<file path="config.mk">
export PLATFORM = sky130hd
export DESIGN_NAME = iir_filter_direct_form_one_flat
export DESIGN_NICKNAME = d
export VERILOG_FILES = /design/src/iirdf1_pkg.sv /design/src/iirdf1_ifs.sv /design/src/iir_filter_direct_form_one.sv /design/src/iirdf1_seq.sv /design/src/iirdf1_dp.sv /design/src/flat_wrapper.sv
export SDC_FILE = /design/constraint.sdc
export NUM_CORES = 2
export LEC_CHECK = 0
export ABC_AREA = 0
export BUFFER_PORTS_ARGS = -buffer_cell sky130_fd_sc_hd__buf_4
export CAP_MARGIN = 20
export CORE_MARGIN = 8
export CORE_UTILIZATION = 50
export CTS_CLUSTER_DIAMETER = 30
export CTS_CLUSTER_SIZE = 16
export DETAILED_ROUTE_END_ITERATION = 12
export GPL_TIMING_DRIVEN = 0
export PLACE_DENSITY = 0.75
export SYNTH_ARGS = -nofsm -noshare
export SYNTH_HDL_FRONTEND = slang
export SYNTH_SLANG_ARGS = --single-unit
</file>
<file path="constraint.sdc">
create_clock -name clk -period 7.7 [get_ports clk]
set_input_delay 0.77 -clock clk [delete_from_list [all_inputs] [get_ports clk]]
set_output_delay 0.77 -clock clk [all_outputs]
set_load 0.01 [all_outputs]
</file>
<file path="src/iirdf1_pkg.sv">
`timescale 1ns / 1ps
// ----------------------------------------------------------------------------
// iirdf1_pkg: shared types, constants and microprogram
// Widths, coefficient reset values, control word layout and the control ROM
// of the third-order direct form I IIR filter.
// ----------------------------------------------------------------------------
package iirdf1_pkg;

  localparam int SAMPLE_W  = 16;
  localparam int COEF_W    = 18;
  localparam int COEF_FRAC = 16;
  localparam int NUM_COEF  = 7;
  localparam int CFG_IDX_W = 3;
  localparam int TAPS_DEF  = 4;
  localparam int TAP_W     = 2;
  localparam int PROD_W    = COEF_W + SAMPLE_W;
  localparam int ACC_W     = PROD_W + 3;
  localparam int RND_W     = ACC_W - COEF_FRAC;
  localparam int STEP_W    = 4;

  typedef enum logic [CFG_IDX_W-1:0] {
    REG_B0 = 3'd0,
    REG_B1 = 3'd1,
    REG_B2 = 3'd2,
    REG_B3 = 3'd3,
    REG_A1 = 3'd4,
    REG_A2 = 3'd5,
    REG_A3 = 3'd6
  } cfg_reg_e;

  localparam logic signed [COEF_W-1:0] COEF_RESET [NUM_COEF] = '{
    18'sd6457, 18'sd19372, 18'sd19372, 18'sd6457,
    -18'sd37830, 18'sd27642, -18'sd3690
  };

  typedef enum logic [1:0] {
    SRC_SAMPLE = 2'd0,
    SRC_X      = 2'd1,
    SRC_Y      = 2'd2
  } src_e;

  typedef enum logic [1:0] {
    ACC_NONE = 2'd0,
    ACC_LOAD = 2'd1,
    ACC_ADD  = 2'd2,
    ACC_SUB  = 2'd3
  } acc_op_e;

  typedef enum logic [1:0] {
    JMP_NEXT     = 2'd0,
    JMP_WAIT_IN  = 2'd1,
    JMP_IF_CLR   = 2'd2,
    JMP_WAIT_OUT = 2'd3
  } jmp_e;

  localparam logic [STEP_W-1:0] STEP_WAIT = 4'd0;
  localparam logic [STEP_W-1:0] STEP_DISP = 4'd1;
  localparam logic [STEP_W-1:0] STEP_CLR  = 4'd10;

  // one control word of the program
  typedef struct packed {
    logic              in_rdy;
    logic              wr_x;
    src_e              src;
    logic [TAP_W-1:0]  tap;
    acc_op_e           op;
    logic              fin;
    logic              clr;
    jmp_e              jmp;
    logic [STEP_W-1:0] target;
  } uop_t;

  // sequencer to datapath
  typedef struct packed {
    logic             in_rdy;
    logic             wr_x;
    src_e             src;
    logic [TAP_W-1:0] tap;
    acc_op_e          op;
    logic             fin;
    logic             clr;
  } ctl_t;

  // datapath to sequencer
  typedef struct packed {
    logic cmd_clr;
    logic out_free;
  } stat_t;

  function automatic uop_t mk_uop(input logic in_rdy, input logic wr_x, input src_e src,
                                  input logic [TAP_W-1:0] tap, input acc_op_e op,
                                  input logic fin, input logic clr, input jmp_e jmp,
                                  input logic [STEP_W-1:0] target);
    uop_t u;
    u.in_rdy = in_rdy;
    u.wr_x   = wr_x;
    u.src    = src;
    u.tap    = tap;
    u.op     = op;
    u.fin    = fin;
    u.clr    = clr;
    u.jmp    = jmp;
    u.target = target;
    return u;
  endfunction

  // Filter program: b0 on the new sample, then b/a pairs for each older tap.
  // The product of each step is registered and accumulated in the following step.
  function automatic uop_t uop_rom(input logic [STEP_W-1:0] step);
    uop_t u;
    case (step)
      4'd0:    u = mk_uop(1'b1, 1'b0, SRC_SAMPLE, 2'd0, ACC_NONE, 1'b0, 1'b0,
                          JMP_WAIT_IN, STEP_WAIT);
      4'd1:    u = mk_uop(1'b0, 1'b1, SRC_SAMPLE, 2'd0, ACC_LOAD, 1'b0, 1'b0,
                          JMP_IF_CLR, STEP_CLR);
      4'd2:    u = mk_uop(1'b0, 1'b0, SRC_X, 2'd1, ACC_ADD, 1'b0, 1'b0, JMP_NEXT, STEP_WAIT);
      4'd3:    u = mk_uop(1'b0, 1'b0, SRC_Y, 2'd1, ACC_SUB, 1'b0, 1'b0, JMP_NEXT, STEP_WAIT);
      4'd4:    u = mk_uop(1'b0, 1'b0, SRC_X, 2'd2, ACC_ADD, 1'b0, 1'b0, JMP_NEXT, STEP_WAIT);
      4'd5:    u = mk_uop(1'b0, 1'b0, SRC_Y, 2'd2, ACC_SUB, 1'b0, 1'b0, JMP_NEXT, STEP_WAIT);
      4'd6:    u = mk_uop(1'b0, 1'b0, SRC_X, 2'd3, ACC_ADD, 1'b0, 1'b0, JMP_NEXT, STEP_WAIT);
      4'd7:    u = mk_uop(1'b0, 1'b0, SRC_Y, 2'd3, ACC_SUB, 1'b0, 1'b0, JMP_NEXT, STEP_WAIT);
      // drain the last product
      4'd8:    u = mk_uop(1'b0, 1'b0, SRC_SAMPLE, 2'd0, ACC_NONE, 1'b0, 1'b0,
                          JMP_NEXT, STEP_WAIT);
      4'd9:    u = mk_uop(1'b0, 1'b0, SRC_SAMPLE, 2'd0, ACC_NONE, 1'b1, 1'b0,
                          JMP_WAIT_OUT, STEP_WAIT);
      4'd10:   u = mk_uop(1'b0, 1'b0, SRC_SAMPLE, 2'd0, ACC_NONE, 1'b0, 1'b1,
                          JMP_WAIT_OUT, STEP_WAIT);
      default: u = mk_uop(1'b0, 1'b0, SRC_SAMPLE, 2'd0, ACC_NONE, 1'b0, 1'b0,
                          JMP_WAIT_OUT, STEP_WAIT);
    endcase
    return u;
  endfunction

endpackage

</file>
<file path="src/iirdf1_ifs.sv">
`timescale 1ns / 1ps
// ----------------------------------------------------------------------------
// iirdf1_ifs: channel interfaces
// Sample input, filter result and coefficient write channels, valid/ready.
// ----------------------------------------------------------------------------
interface iirdf1_in_if;
  logic                                    valid;
  logic                                    ready;
  logic                                    cmd;
  logic signed [iirdf1_pkg::SAMPLE_W-1:0]  sample;
  modport source (output valid, cmd, sample, input ready);
  modport sink   (input valid, cmd, sample, output ready);
endinterface

interface iirdf1_out_if;
  logic                                    valid;
  logic                                    ready;
  logic signed [iirdf1_pkg::SAMPLE_W-1:0]  filtered;
  logic                                    clipped;
  modport source (output valid, filtered, clipped, input ready);
  modport sink   (input valid, filtered, clipped, output ready);
endinterface

interface iirdf1_cfg_if;
  logic                               valid;
  logic                               ready;
  logic [iirdf1_pkg::CFG_IDX_W-1:0]   index;
  logic [iirdf1_pkg::COEF_W-1:0]      data;
  modport source (output valid, index, data, input ready);
  modport sink   (input valid, index, data, output ready);
endinterface

</file>
<file path="src/iir_filter_direct_form_one.sv">
`timescale 1ns / 1ps
// ----------------------------------------------------------------------------
// iir_filter_direct_form_one: third-order direct form I IIR filter
// Microcoded sequencer around one shared multiply-accumulate datapath.
// ----------------------------------------------------------------------------
// Usage:
//   in_ch  : one beat per command. cmd 0 filters sample (Q1.15), cmd 1 clears
//            the input/output histories and returns a zero result.
//   out_ch : one beat per command: filtered (Q1.15, rounded, saturated) and
//            clipped, set when the sum was saturated.
//   cfg_ch : coefficient writes, index 0..3 = b0..b3, 4..6 = a1..a3, signed
//            Q2.16; other indexes are dropped. Always ready; write while idle.
// Sequence:
//   A filter beat steps from accept through the b0 load, six b/a tap steps,
//   a drain step and the final step that writes the result; the 7-tap program
//   runs one multiply per step on the single multiplier. A clear beat goes from
//   its first step straight to the clear step. One command is in flight at a
//   time; in_ch.ready is high only in the program's wait step.
// Stall: the result is held in an output register; a finished result waits
//   there while the sequencer stalls in its final step until out_ch drains.
// Reset: coefficients return to their defaults, histories and ring position
//   to zero, no result pending.
// ----------------------------------------------------------------------------
module iir_filter_direct_form_one #(
  parameter int TAPS = iirdf1_pkg::TAPS_DEF
) (
  input  logic            clk,
  input  logic            rst_n,
  iirdf1_in_if.sink       in_ch,
  iirdf1_out_if.source    out_ch,
  iirdf1_cfg_if.sink      cfg_ch
);

  iirdf1_pkg::ctl_t  ctl;
  iirdf1_pkg::stat_t stat;

  assign in_ch.ready  = ctl.in_rdy;
  assign cfg_ch.ready = 1'b1;

  iirdf1_seq u_seq (
    .clk      (clk),
    .rst_n    (rst_n),
    .in_valid (in_ch.valid),
    .stat     (stat),
    .ctl      (ctl)
  );

  iirdf1_dp #(
    .TAPS (TAPS)
  ) u_dp (
    .clk          (clk),
    .rst_n        (rst_n),
    .ctl          (ctl),
    .stat         (stat),
    .in_valid     (in_ch.valid),
    .in_cmd       (in_ch.cmd),
    .in_sample    (in_ch.sample),
    .cfg_valid    (cfg_ch.valid),
    .cfg_index    (cfg_ch.index),
    .cfg_data     (cfg_ch.data),
    .out_ready    (out_ch.ready),
    .out_valid    (out_ch.valid),
    .out_filtered (out_ch.filtered),
    .out_clipped  (out_ch.clipped)
  );

  // the sequencer leaves its wait step right after taking a beat
  a_busy_after_accept: assert property (@(posedge clk) disable iff (!rst_n)
    in_ch.valid && in_ch.ready |=> !in_ch.ready)
    else $error("input taken while a command is in flight");

  // a saturated result sits on a rail
  a_clip_on_rail: assert property (@(posedge clk) disable iff (!rst_n)
    out_ch.valid && out_ch.clipped |->
      (out_ch.filtered == 16'sh7fff || out_ch.filtered == 16'sh8000))
    else $error("clip flag without a saturated value");

  // results are only produced by a running program
  a_result_from_program: assert property (@(posedge clk) disable iff (!rst_n)
    $rose(out_ch.valid) |-> $past(!in_ch.ready))
    else $error("result appeared while the sequencer was waiting for input");

endmodule

</file>
<file path="src/iirdf1_seq.sv">
`timescale 1ns / 1ps
// ----------------------------------------------------------------------------
// iirdf1_seq: microprogram sequencer
// Step counter over the control ROM with wait and conditional jumps.
// ----------------------------------------------------------------------------
module iirdf1_seq (
  input  logic                clk,
  input  logic                rst_n,
  input  logic                in_valid,
  input  iirdf1_pkg::stat_t   stat,
  output iirdf1_pkg::ctl_t    ctl
);

  logic [iirdf1_pkg::STEP_W-1:0] step_r;
  logic [iirdf1_pkg::STEP_W-1:0] step_nxt;
  iirdf1_pkg::uop_t              uop;

  assign uop = iirdf1_pkg::uop_rom(step_r);

  always_comb begin
    ctl.in_rdy = uop.in_rdy;
    ctl.wr_x   = uop.wr_x && !stat.cmd_clr;
    ctl.src    = uop.src;
    ctl.tap    = uop.tap;
    ctl.op     = uop.op;
    ctl.fin    = uop.fin && stat.out_free;
    ctl.clr    = uop.clr && stat.out_free;
    case (uop.jmp)
      iirdf1_pkg::JMP_NEXT:     step_nxt = step_r + 1'b1;
      iirdf1_pkg::JMP_WAIT_IN:  step_nxt = in_valid ? step_r + 1'b1 : step_r;
      iirdf1_pkg::JMP_IF_CLR:   step_nxt = stat.cmd_clr ? uop.target : step_r + 1'b1;
      iirdf1_pkg::JMP_WAIT_OUT: step_nxt = stat.out_free ? uop.target : step_r;
      default:                  step_nxt = iirdf1_pkg::STEP_WAIT;
    endcase
  end

  always_ff @(posedge clk) begin
    if (!rst_n) begin
      step_r <= iirdf1_pkg::STEP_WAIT;
    end else begin
      step_r <= step_nxt;
    end
  end

endmodule

</file>
<file path="src/iirdf1_dp.sv">
`timescale 1ns / 1ps
// ----------------------------------------------------------------------------
// iirdf1_dp: filter datapath
// Coefficient file, sample histories, one multiplier, accumulator,
// round/saturate and the output register.
// ----------------------------------------------------------------------------
module iirdf1_dp #(
  parameter int TAPS = iirdf1_pkg::TAPS_DEF
) (
  input  logic                                    clk,
  input  logic                                    rst_n,
  input  iirdf1_pkg::ctl_t                        ctl,
  output iirdf1_pkg::stat_t                       stat,
  input  logic                                    in_valid,
  input  logic                                    in_cmd,
  input  logic signed [iirdf1_pkg::SAMPLE_W-1:0]  in_sample,
  input  logic                                    cfg_valid,
  input  logic [iirdf1_pkg::CFG_IDX_W-1:0]        cfg_index,
  input  logic [iirdf1_pkg::COEF_W-1:0]           cfg_data,
  input  logic                                    out_ready,
  output logic                                    out_valid,
  output logic signed [iirdf1_pkg::SAMPLE_W-1:0]  out_filtered,
  output logic                                    out_clipped
);

  localparam int SW = iirdf1_pkg::SAMPLE_W;
  localparam int PW = $clog2(TAPS);
  localparam int DW = $clog2(2 * TAPS);
  localparam int AW = iirdf1_pkg::ACC_W;
  localparam int RW = iirdf1_pkg::RND_W;
  localparam logic signed [AW-1:0] RND_ADD = AW'(2 ** (iirdf1_pkg::COEF_FRAC - 1));
  localparam logic signed [RW-1:0] Y_MAX   = RW'(2 ** (SW - 1) - 1);
  localparam logic signed [RW-1:0] Y_MIN   = RW'(-(2 ** (SW - 1)));

  logic signed [iirdf1_pkg::COEF_W-1:0] coef_r [iirdf1_pkg::NUM_COEF];
  logic signed [SW-1:0]                 x_hist_r [TAPS];
  logic signed [SW-1:0]                 y_hist_r [TAPS];
  logic [PW-1:0]                        pos_r;
  logic [PW-1:0]                        pos_nxt;
  logic signed [SW-1:0]                 sample_r;
  logic                                 cmd_r;
  logic signed [iirdf1_pkg::PROD_W-1:0] prod_r;
  logic signed [iirdf1_pkg::PROD_W-1:0] prod_nxt;
  iirdf1_pkg::acc_op_e                  prod_op_r;
  iirdf1_pkg::acc_op_e                  prod_op_nxt;
  logic signed [AW-1:0]                 acc_r;
  logic                                 out_valid_r;
  logic signed [SW-1:0]                 filt_r;
  logic                                 clip_r;

  logic                                 in_fire;
  logic                                 tap_live;
  logic [DW-1:0]                        slot_raw;
  logic [DW-1:0]                        slot;
  logic [iirdf1_pkg::CFG_IDX_W-1:0]     coef_idx;
  logic signed [iirdf1_pkg::COEF_W-1:0] coef_sel;
  logic signed [SW-1:0]                 opnd;
  logic signed [AW-1:0]                 acc_rnd;
  logic signed [RW-1:0]                 y_rnd;
  logic signed [SW-1:0]                 y_sat;
  logic                                 y_clip;

  assign in_fire = in_valid && ctl.in_rdy;

  // ring slot of tap k: (pos - k) mod TAPS
  always_comb begin
    slot_raw = DW'(pos_r) + DW'(TAPS) - DW'(ctl.tap);
    slot     = (slot_raw >= DW'(TAPS)) ? slot_raw - DW'(TAPS) : slot_raw;
    tap_live = {1'b0, ctl.tap} < 3'(TAPS);
    coef_idx = (ctl.src == iirdf1_pkg::SRC_Y) ? 3'(ctl.tap) + 3'd3 : {1'b0, ctl.tap};
    coef_sel = coef_r[coef_idx];
    case (ctl.src)
      iirdf1_pkg::SRC_X: opnd = x_hist_r[slot[PW-1:0]];
      iirdf1_pkg::SRC_Y: opnd = y_hist_r[slot[PW-1:0]];
      default:           opnd = sample_r;
    endcase
    prod_nxt    = coef_sel * opnd;
    prod_op_nxt = tap_live ? ctl.op : iirdf1_pkg::ACC_NONE;
  end

  // round half up, then clamp to the sample range
  always_comb begin
    acc_rnd = acc_r + RND_ADD;
    y_rnd   = $signed(acc_rnd[AW-1:iirdf1_pkg::COEF_FRAC]);
    y_clip  = 1'b0;
    if (y_rnd > Y_MAX) begin
      y_sat  = Y_MAX[SW-1:0];
      y_clip = 1'b1;
    end else if (y_rnd < Y_MIN) begin
      y_sat  = Y_MIN[SW-1:0];
      y_clip = 1'b1;
    end else begin
      y_sat  = y_rnd[SW-1:0];
    end
    pos_nxt = (pos_r == PW'(TAPS - 1)) ? '0 : pos_r + 1'b1;
  end

  assign stat.cmd_clr  = cmd_r;
  assign stat.out_free = !out_valid_r || out_ready;

  always_ff @(posedge clk) begin
    if (!rst_n) begin
      for (int i = 0; i < iirdf1_pkg::NUM_COEF; i++) begin
        coef_r[i] <= iirdf1_pkg::COEF_RESET[i];
      end
    end else if (cfg_valid) begin
      case (cfg_index)
        iirdf1_pkg::REG_B0, iirdf1_pkg::REG_B1, iirdf1_pkg::REG_B2, iirdf1_pkg::REG_B3,
        iirdf1_pkg::REG_A1, iirdf1_pkg::REG_A2, iirdf1_pkg::REG_A3: begin
          coef_r[cfg_index] <= $signed(cfg_data);
        end
        default: ;
      endcase
    end
  end

  always_ff @(posedge clk) begin
    if (!rst_n) begin
      for (int i = 0; i < TAPS; i++) begin
        x_hist_r[i] <= '0;
        y_hist_r[i] <= '0;
      end
      pos_r <= '0;
    end else if (ctl.clr) begin
      for (int i = 0; i < TAPS; i++) begin
        x_hist_r[i] <= '0;
        y_hist_r[i] <= '0;
      end
      pos_r <= '0;
    end else begin
      if (ctl.wr_x) begin
        x_hist_r[pos_r] <= sample_r;
      end
      if (ctl.fin) begin
        y_hist_r[pos_r] <= y_sat;
        pos_r           <= pos_nxt;
      end
    end
  end

  always_ff @(posedge clk) begin
    if (in_fire) begin
      sample_r <= in_sample;
      cmd_r    <= in_cmd;
    end
    prod_r <= prod_nxt;
    case (prod_op_r)
      iirdf1_pkg::ACC_LOAD: acc_r <= AW'(prod_r);
      iirdf1_pkg::ACC_ADD:  acc_r <= acc_r + AW'(prod_r);
      iirdf1_pkg::ACC_SUB:  acc_r <= acc_r - AW'(prod_r);
      default:              acc_r <= acc_r;
    endcase
    if (ctl.fin) begin
      filt_r <= y_sat;
      clip_r <= y_clip;
    end else if (ctl.clr) begin
      filt_r <= '0;
      clip_r <= 1'b0;
    end
  end

  always_ff @(posedge clk) begin
    if (!rst_n) begin
      prod_op_r   <= iirdf1_pkg::ACC_NONE;
      out_valid_r <= 1'b0;
    end else begin
      prod_op_r <= prod_op_nxt;
      if (ctl.fin || ctl.clr) begin
        out_valid_r <= 1'b1;
      end else if (out_ready) begin
        out_valid_r <= 1'b0;
      end
    end
  end

  assign out_valid    = out_valid_r;
  assign out_filtered = filt_r;
  assign out_clipped  = clip_r;

endmodule

</file>
<file path="src/flat_wrapper.sv">
// flat-port wrapper written by rule: the top's interface ports become plain ports
module iir_filter_direct_form_one_flat 
#(
  parameter int TAPS = iirdf1_pkg::TAPS_DEF
)
  (clk, rst_n, in_ch_valid, in_ch_cmd, in_ch_sample, in_ch_ready, out_ch_valid, out_ch_filtered, out_ch_clipped, out_ch_ready, cfg_ch_valid, cfg_ch_index, cfg_ch_data, cfg_ch_ready);
  iirdf1_in_if in_ch_i ();
  iirdf1_out_if out_ch_i ();
  iirdf1_cfg_if cfg_ch_i ();
  input  logic clk;
  input  logic rst_n;
  input wire logic [$bits(in_ch_i.valid)-1:0] in_ch_valid;
  input wire logic [$bits(in_ch_i.cmd)-1:0] in_ch_cmd;
  input wire logic [$bits(in_ch_i.sample)-1:0] in_ch_sample;
  output wire logic [$bits(in_ch_i.ready)-1:0] in_ch_ready;
  output wire logic [$bits(out_ch_i.valid)-1:0] out_ch_valid;
  output wire logic [$bits(out_ch_i.filtered)-1:0] out_ch_filtered;
  output wire logic [$bits(out_ch_i.clipped)-1:0] out_ch_clipped;
  input wire logic [$bits(out_ch_i.ready)-1:0] out_ch_ready;
  input wire logic [$bits(cfg_ch_i.valid)-1:0] cfg_ch_valid;
  input wire logic [$bits(cfg_ch_i.index)-1:0] cfg_ch_index;
  input wire logic [$bits(cfg_ch_i.data)-1:0] cfg_ch_data;
  output wire logic [$bits(cfg_ch_i.ready)-1:0] cfg_ch_ready;
  assign in_ch_i.valid = in_ch_valid;
  assign in_ch_i.cmd = in_ch_cmd;
  assign in_ch_i.sample = in_ch_sample;
  assign in_ch_ready = in_ch_i.ready;
  assign out_ch_valid = out_ch_i.valid;
  assign out_ch_filtered = out_ch_i.filtered;
  assign out_ch_clipped = out_ch_i.clipped;
  assign out_ch_i.ready = out_ch_ready;
  assign cfg_ch_i.valid = cfg_ch_valid;
  assign cfg_ch_i.index = cfg_ch_index;
  assign cfg_ch_i.data = cfg_ch_data;
  assign cfg_ch_ready = cfg_ch_i.ready;
  iir_filter_direct_form_one #(.TAPS(TAPS)) u_core (.clk(clk), .rst_n(rst_n), .in_ch(in_ch_i), .out_ch(out_ch_i), .cfg_ch(cfg_ch_i));
endmodule
</file>
Yosys cells after proc, flatten, opt, wreduce, memory -nomap -nowiden
Memory sizes are Yosys's and may differ from the RTL's. A register that Yosys moved wholly into a read port is not among the register bits.
Cells that the tools add are included.
- add/sub/neg operators: 9
- multipliers: 1
- div/mod/pow operators: 0
- order comparisons: 3
- equal/unequal tests: 17
- shifts and indexed selects: 0
- muxes and demuxes: 54
- bitwise logic cells: 9
- reductions and logical operators: 19
- operators with widths (kind ; number):
    two-way mux 16 bit ; 14
    case mux 37 bit (3 select lines) ; 1
    adder 37 x 17 -> 37 bit, second input constant ; 1
    adder 37 x 34 -> 37 bit ; 1
    subtractor 37 x 34 -> 37 bit ; 1
    multiplier 18 x 16 -> 34 bit ; 1
    case mux 16 bit (2 select lines) ; 1
    OR reduction 16 bit ; 2
    two-way mux 1 bit ; 25
    greater-than comparator 21 x 16 -> 1 bit, second input constant ; 1
    < comparator 21 x 16 -> 1 bit, second input constant ; 1
    two-way mux 4 bit ; 5
    two-way mux 18 bit ; 1
    OR reduction 18 bit ; 1
    case mux 4 bit (4 select lines) ; 1
    == test 2 bit, second input constant ; 6
    == test 3 bit, second input constant ; 3
    two-way mux 2 bit ; 4
    bitwise OR 1 bit ; 8
    OR reduction 7 bit ; 1
    == test 2 x 1 -> 1 bit, second input constant ; 3
    == test 3 x 2 -> 1 bit, second input constant ; 2
    two-way mux 3 bit ; 2
    adder 4 x 1 -> 4 bit, second input constant ; 1
    18 further kinds ; 25
- bits in registers: 114
- latch bits: 0
- memory bits (writable): 254
- memory bits (read-only): 224
- input port bits: 43
- logic and storage cells: 126
- memories kept: 4
- memories (name ; words ; bits a word ; read ports ; clocked after Yosys merged registers in ; wr ports ; RTL line ; RTL):
    (no name shown) ; 16 ; 14 ; 1 ; 1 ; 0 ; iirdf1_pkg.sv:111 ; case (step)
    u_core.u_dp.coef_r ; 7 ; 18 ; 1 ; 0 ; 7 ; iirdf1_dp.sv:35 ; logic signed [iirdf1_pkg::COEF_W-1:0] coef_r [iirdf1_pkg::NUM_COEF];
    u_core.u_dp.x_hist_r ; 4 ; 16 ; 1 ; 0 ; 4 ; iirdf1_dp.sv:36 ; logic signed [SW-1:0] x_hist_r [TAPS];
    u_core.u_dp.y_hist_r ; 4 ; 16 ; 1 ; 0 ; 4 ; iirdf1_dp.sv:37 ; logic signed [SW-1:0] y_hist_r [TAPS];

Longest topological paths before layout
- depth after elaboration: 9
- mapped depth: 32

By module
From an unflattened synthesis, not the netlist that was laid out.
- cells, all modules: 2785
- area, all modules: 30197.7 um^2
- modules (own cells, without submodules) (module ; instances ; cells an instance ; area each (um^2)):
    iirdf1_dp ; 1 ; 2714 ; 29460.8
    iirdf1_seq ; 1 ; 69 ; 725.7
    iir_filter_direct_form_one ; 1 ; 2 ; 11.3

Least setup slack after synthesis
No wires, ideal clock.
- kind: reg2reg
- start: reg u_core.u_dp.pos_r[0]
- end: reg u_core.u_dp.prod_r[33] (netlist name)
- library setup time: 0.062 ns
- data arrival time: 7.935 ns
- data required time: 7.638 ns
- path slack: -0.297 ns
- stages on the path, launching flop included: 28
- path buffers: 2
- cells stage by stage: dfxtp_1 > inv_1 > ha_1 > buf_1 > buf_2 > mux4_2 > a22oi_1 > nor2_1 > a21oi_1 > nor2_1 > inv_1 > fa_1 > fa_1 > inv_1 > fa_1 > fa_1 > fa_1 > inv_1 > fa_1 > inv_1 > ha_1 > and3_1 > and3_1 > and3_1 > a2111oi_2 > nor3b_1 > or3_1 > nand3_1
- longest elaborated chain between the ends: 7
- ends and longest elaborated chain (element ; RTL line ; RTL):
    start: declaration ; iirdf1_dp.sv:38 ; logic [PW-1:0] pos_r;
    start signal: assignment ; iirdf1_dp.sv:136 ; pos_r <= pos_nxt;
    adder 2 x 3 -> 3 bit * ; iirdf1_dp.sv:67 ; slot_raw = DW'(pos_r) + DW'(TAPS) - DW'(ctl.tap);
    subtractor 3 x 2 -> 3 bit * ; iirdf1_dp.sv:67 ;
    >= comparator 3 bit or subtractor 2 x 1 -> 2 bit (tied branches) ; iirdf1_dp.sv:68 ; slot = (slot_raw >= DW'(TAPS)) ? slot_raw - DW'(TAPS) : slot_raw;
    two-way mux 2 bit * ; iirdf1_dp.sv:68 ;
    memory (4 x 16 bit) (on tied branches) ; n/a ;
    case mux 16 bit (2 select lines) * ; iirdf1_dp.sv:72 ; case (ctl.src)
    multiplier 18 x 16 -> 34 bit * ; iirdf1_dp.sv:77 ; prod_nxt = coef_sel * opnd;
    named net u_core.u_dp.prod_nxt, one bit ; iirdf1_dp.sv:43 ; logic signed [iirdf1_pkg::PROD_W-1:0] prod_nxt;
    end signal: assignment ; iirdf1_dp.sv:146 ; prod_r <= prod_nxt;
    end: declaration ; iirdf1_dp.sv:42 ; logic signed [iirdf1_pkg::PROD_W-1:0] prod_r;
The timed path passes the listed nets; every way through them passes the cells marked *.
A chain may end at the register's enable or synchronous reset.

Worst setup path in the final report
- start: reg u_core.u_dp.pos_r[0]
- end: reg u_core.u_dp.prod_r[31] (netlist name)
Same word-level chain as after synthesis.

==> reports/results.tsv <==
metric	value	unit
first-pass GRT wire length	132000	um
RD Place Congestion	0.935	
routed len/inst	21.9	um
hold path startpoint	in_ch_sample[7]	
slowest CP cell	fa_2	
Final WS setup	-0.333	ns
routed vias/inst	5.86	
leading area contributor after synthesis	edfxtp_1	
post-route ant nets	0	
Async S/R FF share, synth	0	%
status	finished with violations	
drt drc	0	
crit path DAT	8.50	ns
area share of the largest cell type after synthesis	32.3	%
Min-Delay Endpoint	u_core.u_dp.sample_r[7]	
Num CTS Buffers	85	
worst reg2reg setup slack	-0.33	ns
CTS sink count	398	
delay-heaviest family, CP	adder cells	
number of cells after detailed placement	3649	
Most common cell on crit path	fa_1	
Placeable Area	60000	sq um
Worst Max-Slew Pin Slew	1.07	ns
Post-Layout Cell Count	3906	
H-tree depth	3	
die area	68600	sq um
PortBufs	58	
hold path cells	1	
initial antenna violation count	2	
fin crit period	8.03	ns
Slew Limit Fails	0	
share of layout cells above drive strength 1	20.8	%
Setup Skew	0.0689	ns
via count	22900	
final hold violation count	0	
Critical Path Fanout Max	5	
First-pass DRT Iterations	7	
DR iter-0 viols	2417	
Top Ports	63	
number of fill cells	4486	
Synth Area per Inst	10.8	sq um
DP HPWL	60300	um
WP buf/inv	10	
Tcrit/Tclk final	104	%
grt ovf	0	
Post-synth EDFFs	325	
synth warn	0	
synthesized area	30200	sq um
top cells by area, synth	edfxtp_1 (32%), fa_1 (19%), ha_1 (5.5%), inv_1 (5.2%), mux4_2 (5.1%)	
worst r2r src	u_core.u_dp.pos_r[0]	
CTS tree	yes	
Die Wd	262	um
vias in the first global route	24200	
critical path class	flip-flop to flip-flop	
clock latency at the later pin of the worst-skew pair	0.66	ns
CTS Root Buffer Type	clkbuf_16	
gr usage total	25.1	%
Critical Path RT	8.17	ns
Clock Tree Buf Depth	3	
largest net degree at the start of global routing	38	
Synth cell types	90	
violations in the final reports	setup timing	
Highest Clock Rate	124	MHz
DRT Wirelength	85600	um
type of the most critical hold path	primary input to flip-flop	
RR Endpoint	u_core.u_dp.prod_r[31]	
FF+latch area	11200	sq um
Max-Cap Viols	0	
Site Rows	90	
Final setup violation count	11	
Syn Inst Count	2788	
RSZ-0062 raised after global routing	true	
diode count	0	
Startpoint Class	flip-flop	
max_slew headroom	28.5	%
Initial Utilization	50.4	%
slowest stage delay, CP	0.62	ns
post-synthesis sequential area ratio	37.1	%
Worst setup EP type	flip-flop	
final net count	3518	
Die H	262	um
R2R cell count	33	
clock slew at reported path FFs	0.05	ns
dominant synthesized flop cell	edfxtp_1	
multi-input logic area	18000	sq um
FF+latch count, synth	398	
Area Overhead vs Synth	22.1	%
[final cells by class]
cell class,instances,share of cell area (%)
buffer,98,1.77
clock buffer,96,6.05
clock inverter,64,2.17
inverter,419,4.30
multi-input combinational,1888,48.7
sequential,398,30.4
tap,782,2.65
timing repair buffer,161,3.98
[cells in the final DEF, fill, tap and decap left out, drive strengths merged, types with 7 or more instances in the layout]
cell | Yosys | final
a21oi | 104 | 104
o31ai | 8 | 8
and3 | 80 | 80
nand2b | 25 | 25
o21a | 12 | 12
nand2 | 268 | 268
mux4 | 68 | 68
or2 | 21 | 21
inv | 419 | 424
nor4 | 9 | 9
o21ai | 124 | 124
clkinvlp | 0 | 7
buf | 45 | 197
xnor2 | 80 | 80
edfxtp | 325 | 325
nor2b | 21 | 21
bufinv | 0 | 13
conb | 2 | 19
mux2 | 31 | 31
a22oi | 17 | 17
nor3 | 14 | 14
mux2i | 24 | 24
clkinv | 0 | 39
nor2 | 285 | 285
a31oi | 9 | 9
a21o | 28 | 28
fa | 291 | 291
nand4 | 14 | 14
o211ai | 16 | 16
a211oi | 12 | 12
clkbuf | 55 | 155
and2 | 31 | 31
nand3 | 31 | 31
dfxtp | 73 | 73
ha | 133 | 133
xor2 | 35 | 35
[through the flow]
step                      util [%]  TNS (ns)  hold WS (ns)  worst slack, ns  instance area (sq um)
after floorplan                  -         0         0.412           0.0116                  30400
after global placement        53.0    -17.16         0.460            -1.34                  31800
after detailed placement      53.1    -18.21         0.471            -1.44                  31800
after CTS                     60.5         0         0.271         0.000810                  36300
after global routing          61.5     -4.22         0.275           -0.493                  36900
final                         61.5     -2.08         0.290           -0.333                  36900
[repair_timing]
item	in CTS	in global routing
hold buffers	0	0
pin swaps	45	70
gates cloned	3	1
endpoints found under the setup margin	23	13
setup buffers	62	34
hold endpoints to repair	0	0
resized for setup	176	86
[worst max path at each step]
stage                          from                endpoint  slack, ns  cells past startpoint
6_report       u_core.u_dp.pos_r[0]  u_core.u_dp.prod_r[31]      -0.33                     33
5_1_grt        u_core.u_dp.pos_r[0]  u_core.u_dp.prod_r[31]      -0.49                     31
4_1_cts        u_core.u_dp.pos_r[0]  u_core.u_dp.prod_r[31]     0.0008                     32
3_5_place_dp   u_core.u_seq.uop[12]  u_core.u_dp.prod_r[32]      -1.44                     25
3_3_place_gp   u_core.u_seq.uop[12]  u_core.u_dp.prod_r[32]      -1.34                     27
2_1_floorplan  u_core.u_dp.pos_r[0]  u_core.u_dp.prod_r[33]       0.01                     29
[cell families after synthesis]
logic type / synth area share (%)
other: 0.0248
AO/OA/AOI/OAI: 8.07
multiplexers: 7.04
buffers and inverters: 6.71
flip-flops: 37.1
adder cells (fa/ha/maj): 24.8
XOR/XNOR: 3.41
AND/OR/NAND/NOR: 12.8
[state kept, by name (all words and copies together) (netlist names)]
name / cells
u_core.u_dp.acc_r: 37
u_core.u_dp.cmd_r: 1
u_core.u_dp.coef_r: 144
u_core.u_dp.out_clipped: 1
u_core.u_dp.out_filtered: 16
u_core.u_dp.out_valid: 1
u_core.u_dp.pos_r: 2
u_core.u_dp.prod_op_r: 2
u_core.u_dp.prod_r: 34
u_core.u_dp.sample_r: 16
u_core.u_dp.x_hist_r: 64
u_core.u_dp.y_hist_r: 64
u_core.u_seq.step_r: 4
u_core.u_seq.uop: 12
[per-layer routing]
| layer | vias up | routed length [um] | track usage (%) |
|---|---|---|---|
| met5 | - | 13 | 0 |
| met4 | 2 | 3840 | 11.1 |
| met3 | 279 | 8720 | 6.27 |
| met2 | 1208 | 41300 | 42.0 |
| met1 | 11500 | 31700 | 30.6 |
| li1 | 9931 | - | - |
[synth_stat cells (5+ instances only)]
library cell / number
a211oi_1: 11
a21o_1: 28
a21oi_1: 95
a21oi_2: 8
a22oi_1: 17
a31oi_1: 9
and2_1: 31
and3_1: 80
buf_2: 31
buf_4: 9
clkbuf_1: 54
dfxtp_1: 73
edfxtp_1: 325
fa_1: 291
ha_1: 133
inv_1: 419
mux2_2: 30
mux2i_1: 22
mux4_2: 68
nand2_1: 266
nand2b_1: 25
nand3_1: 26
nand3_2: 5
nand4_1: 13
nor2_1: 283
nor2b_1: 19
nor3_1: 14
nor4_1: 6
o211a_1: 6
o211ai_1: 16
o21a_1: 12
o21ai_0: 114
o21ai_1: 9
o21bai_1: 6
o31ai_1: 8
or2_1: 5
or2_2: 14
or3_1: 6
xnor2_1: 79
xor2_1: 33
Power is left out: the tool's default activity adds up to more than one toggle a clock period on the data nets, which glitch-free logic cannot reach.
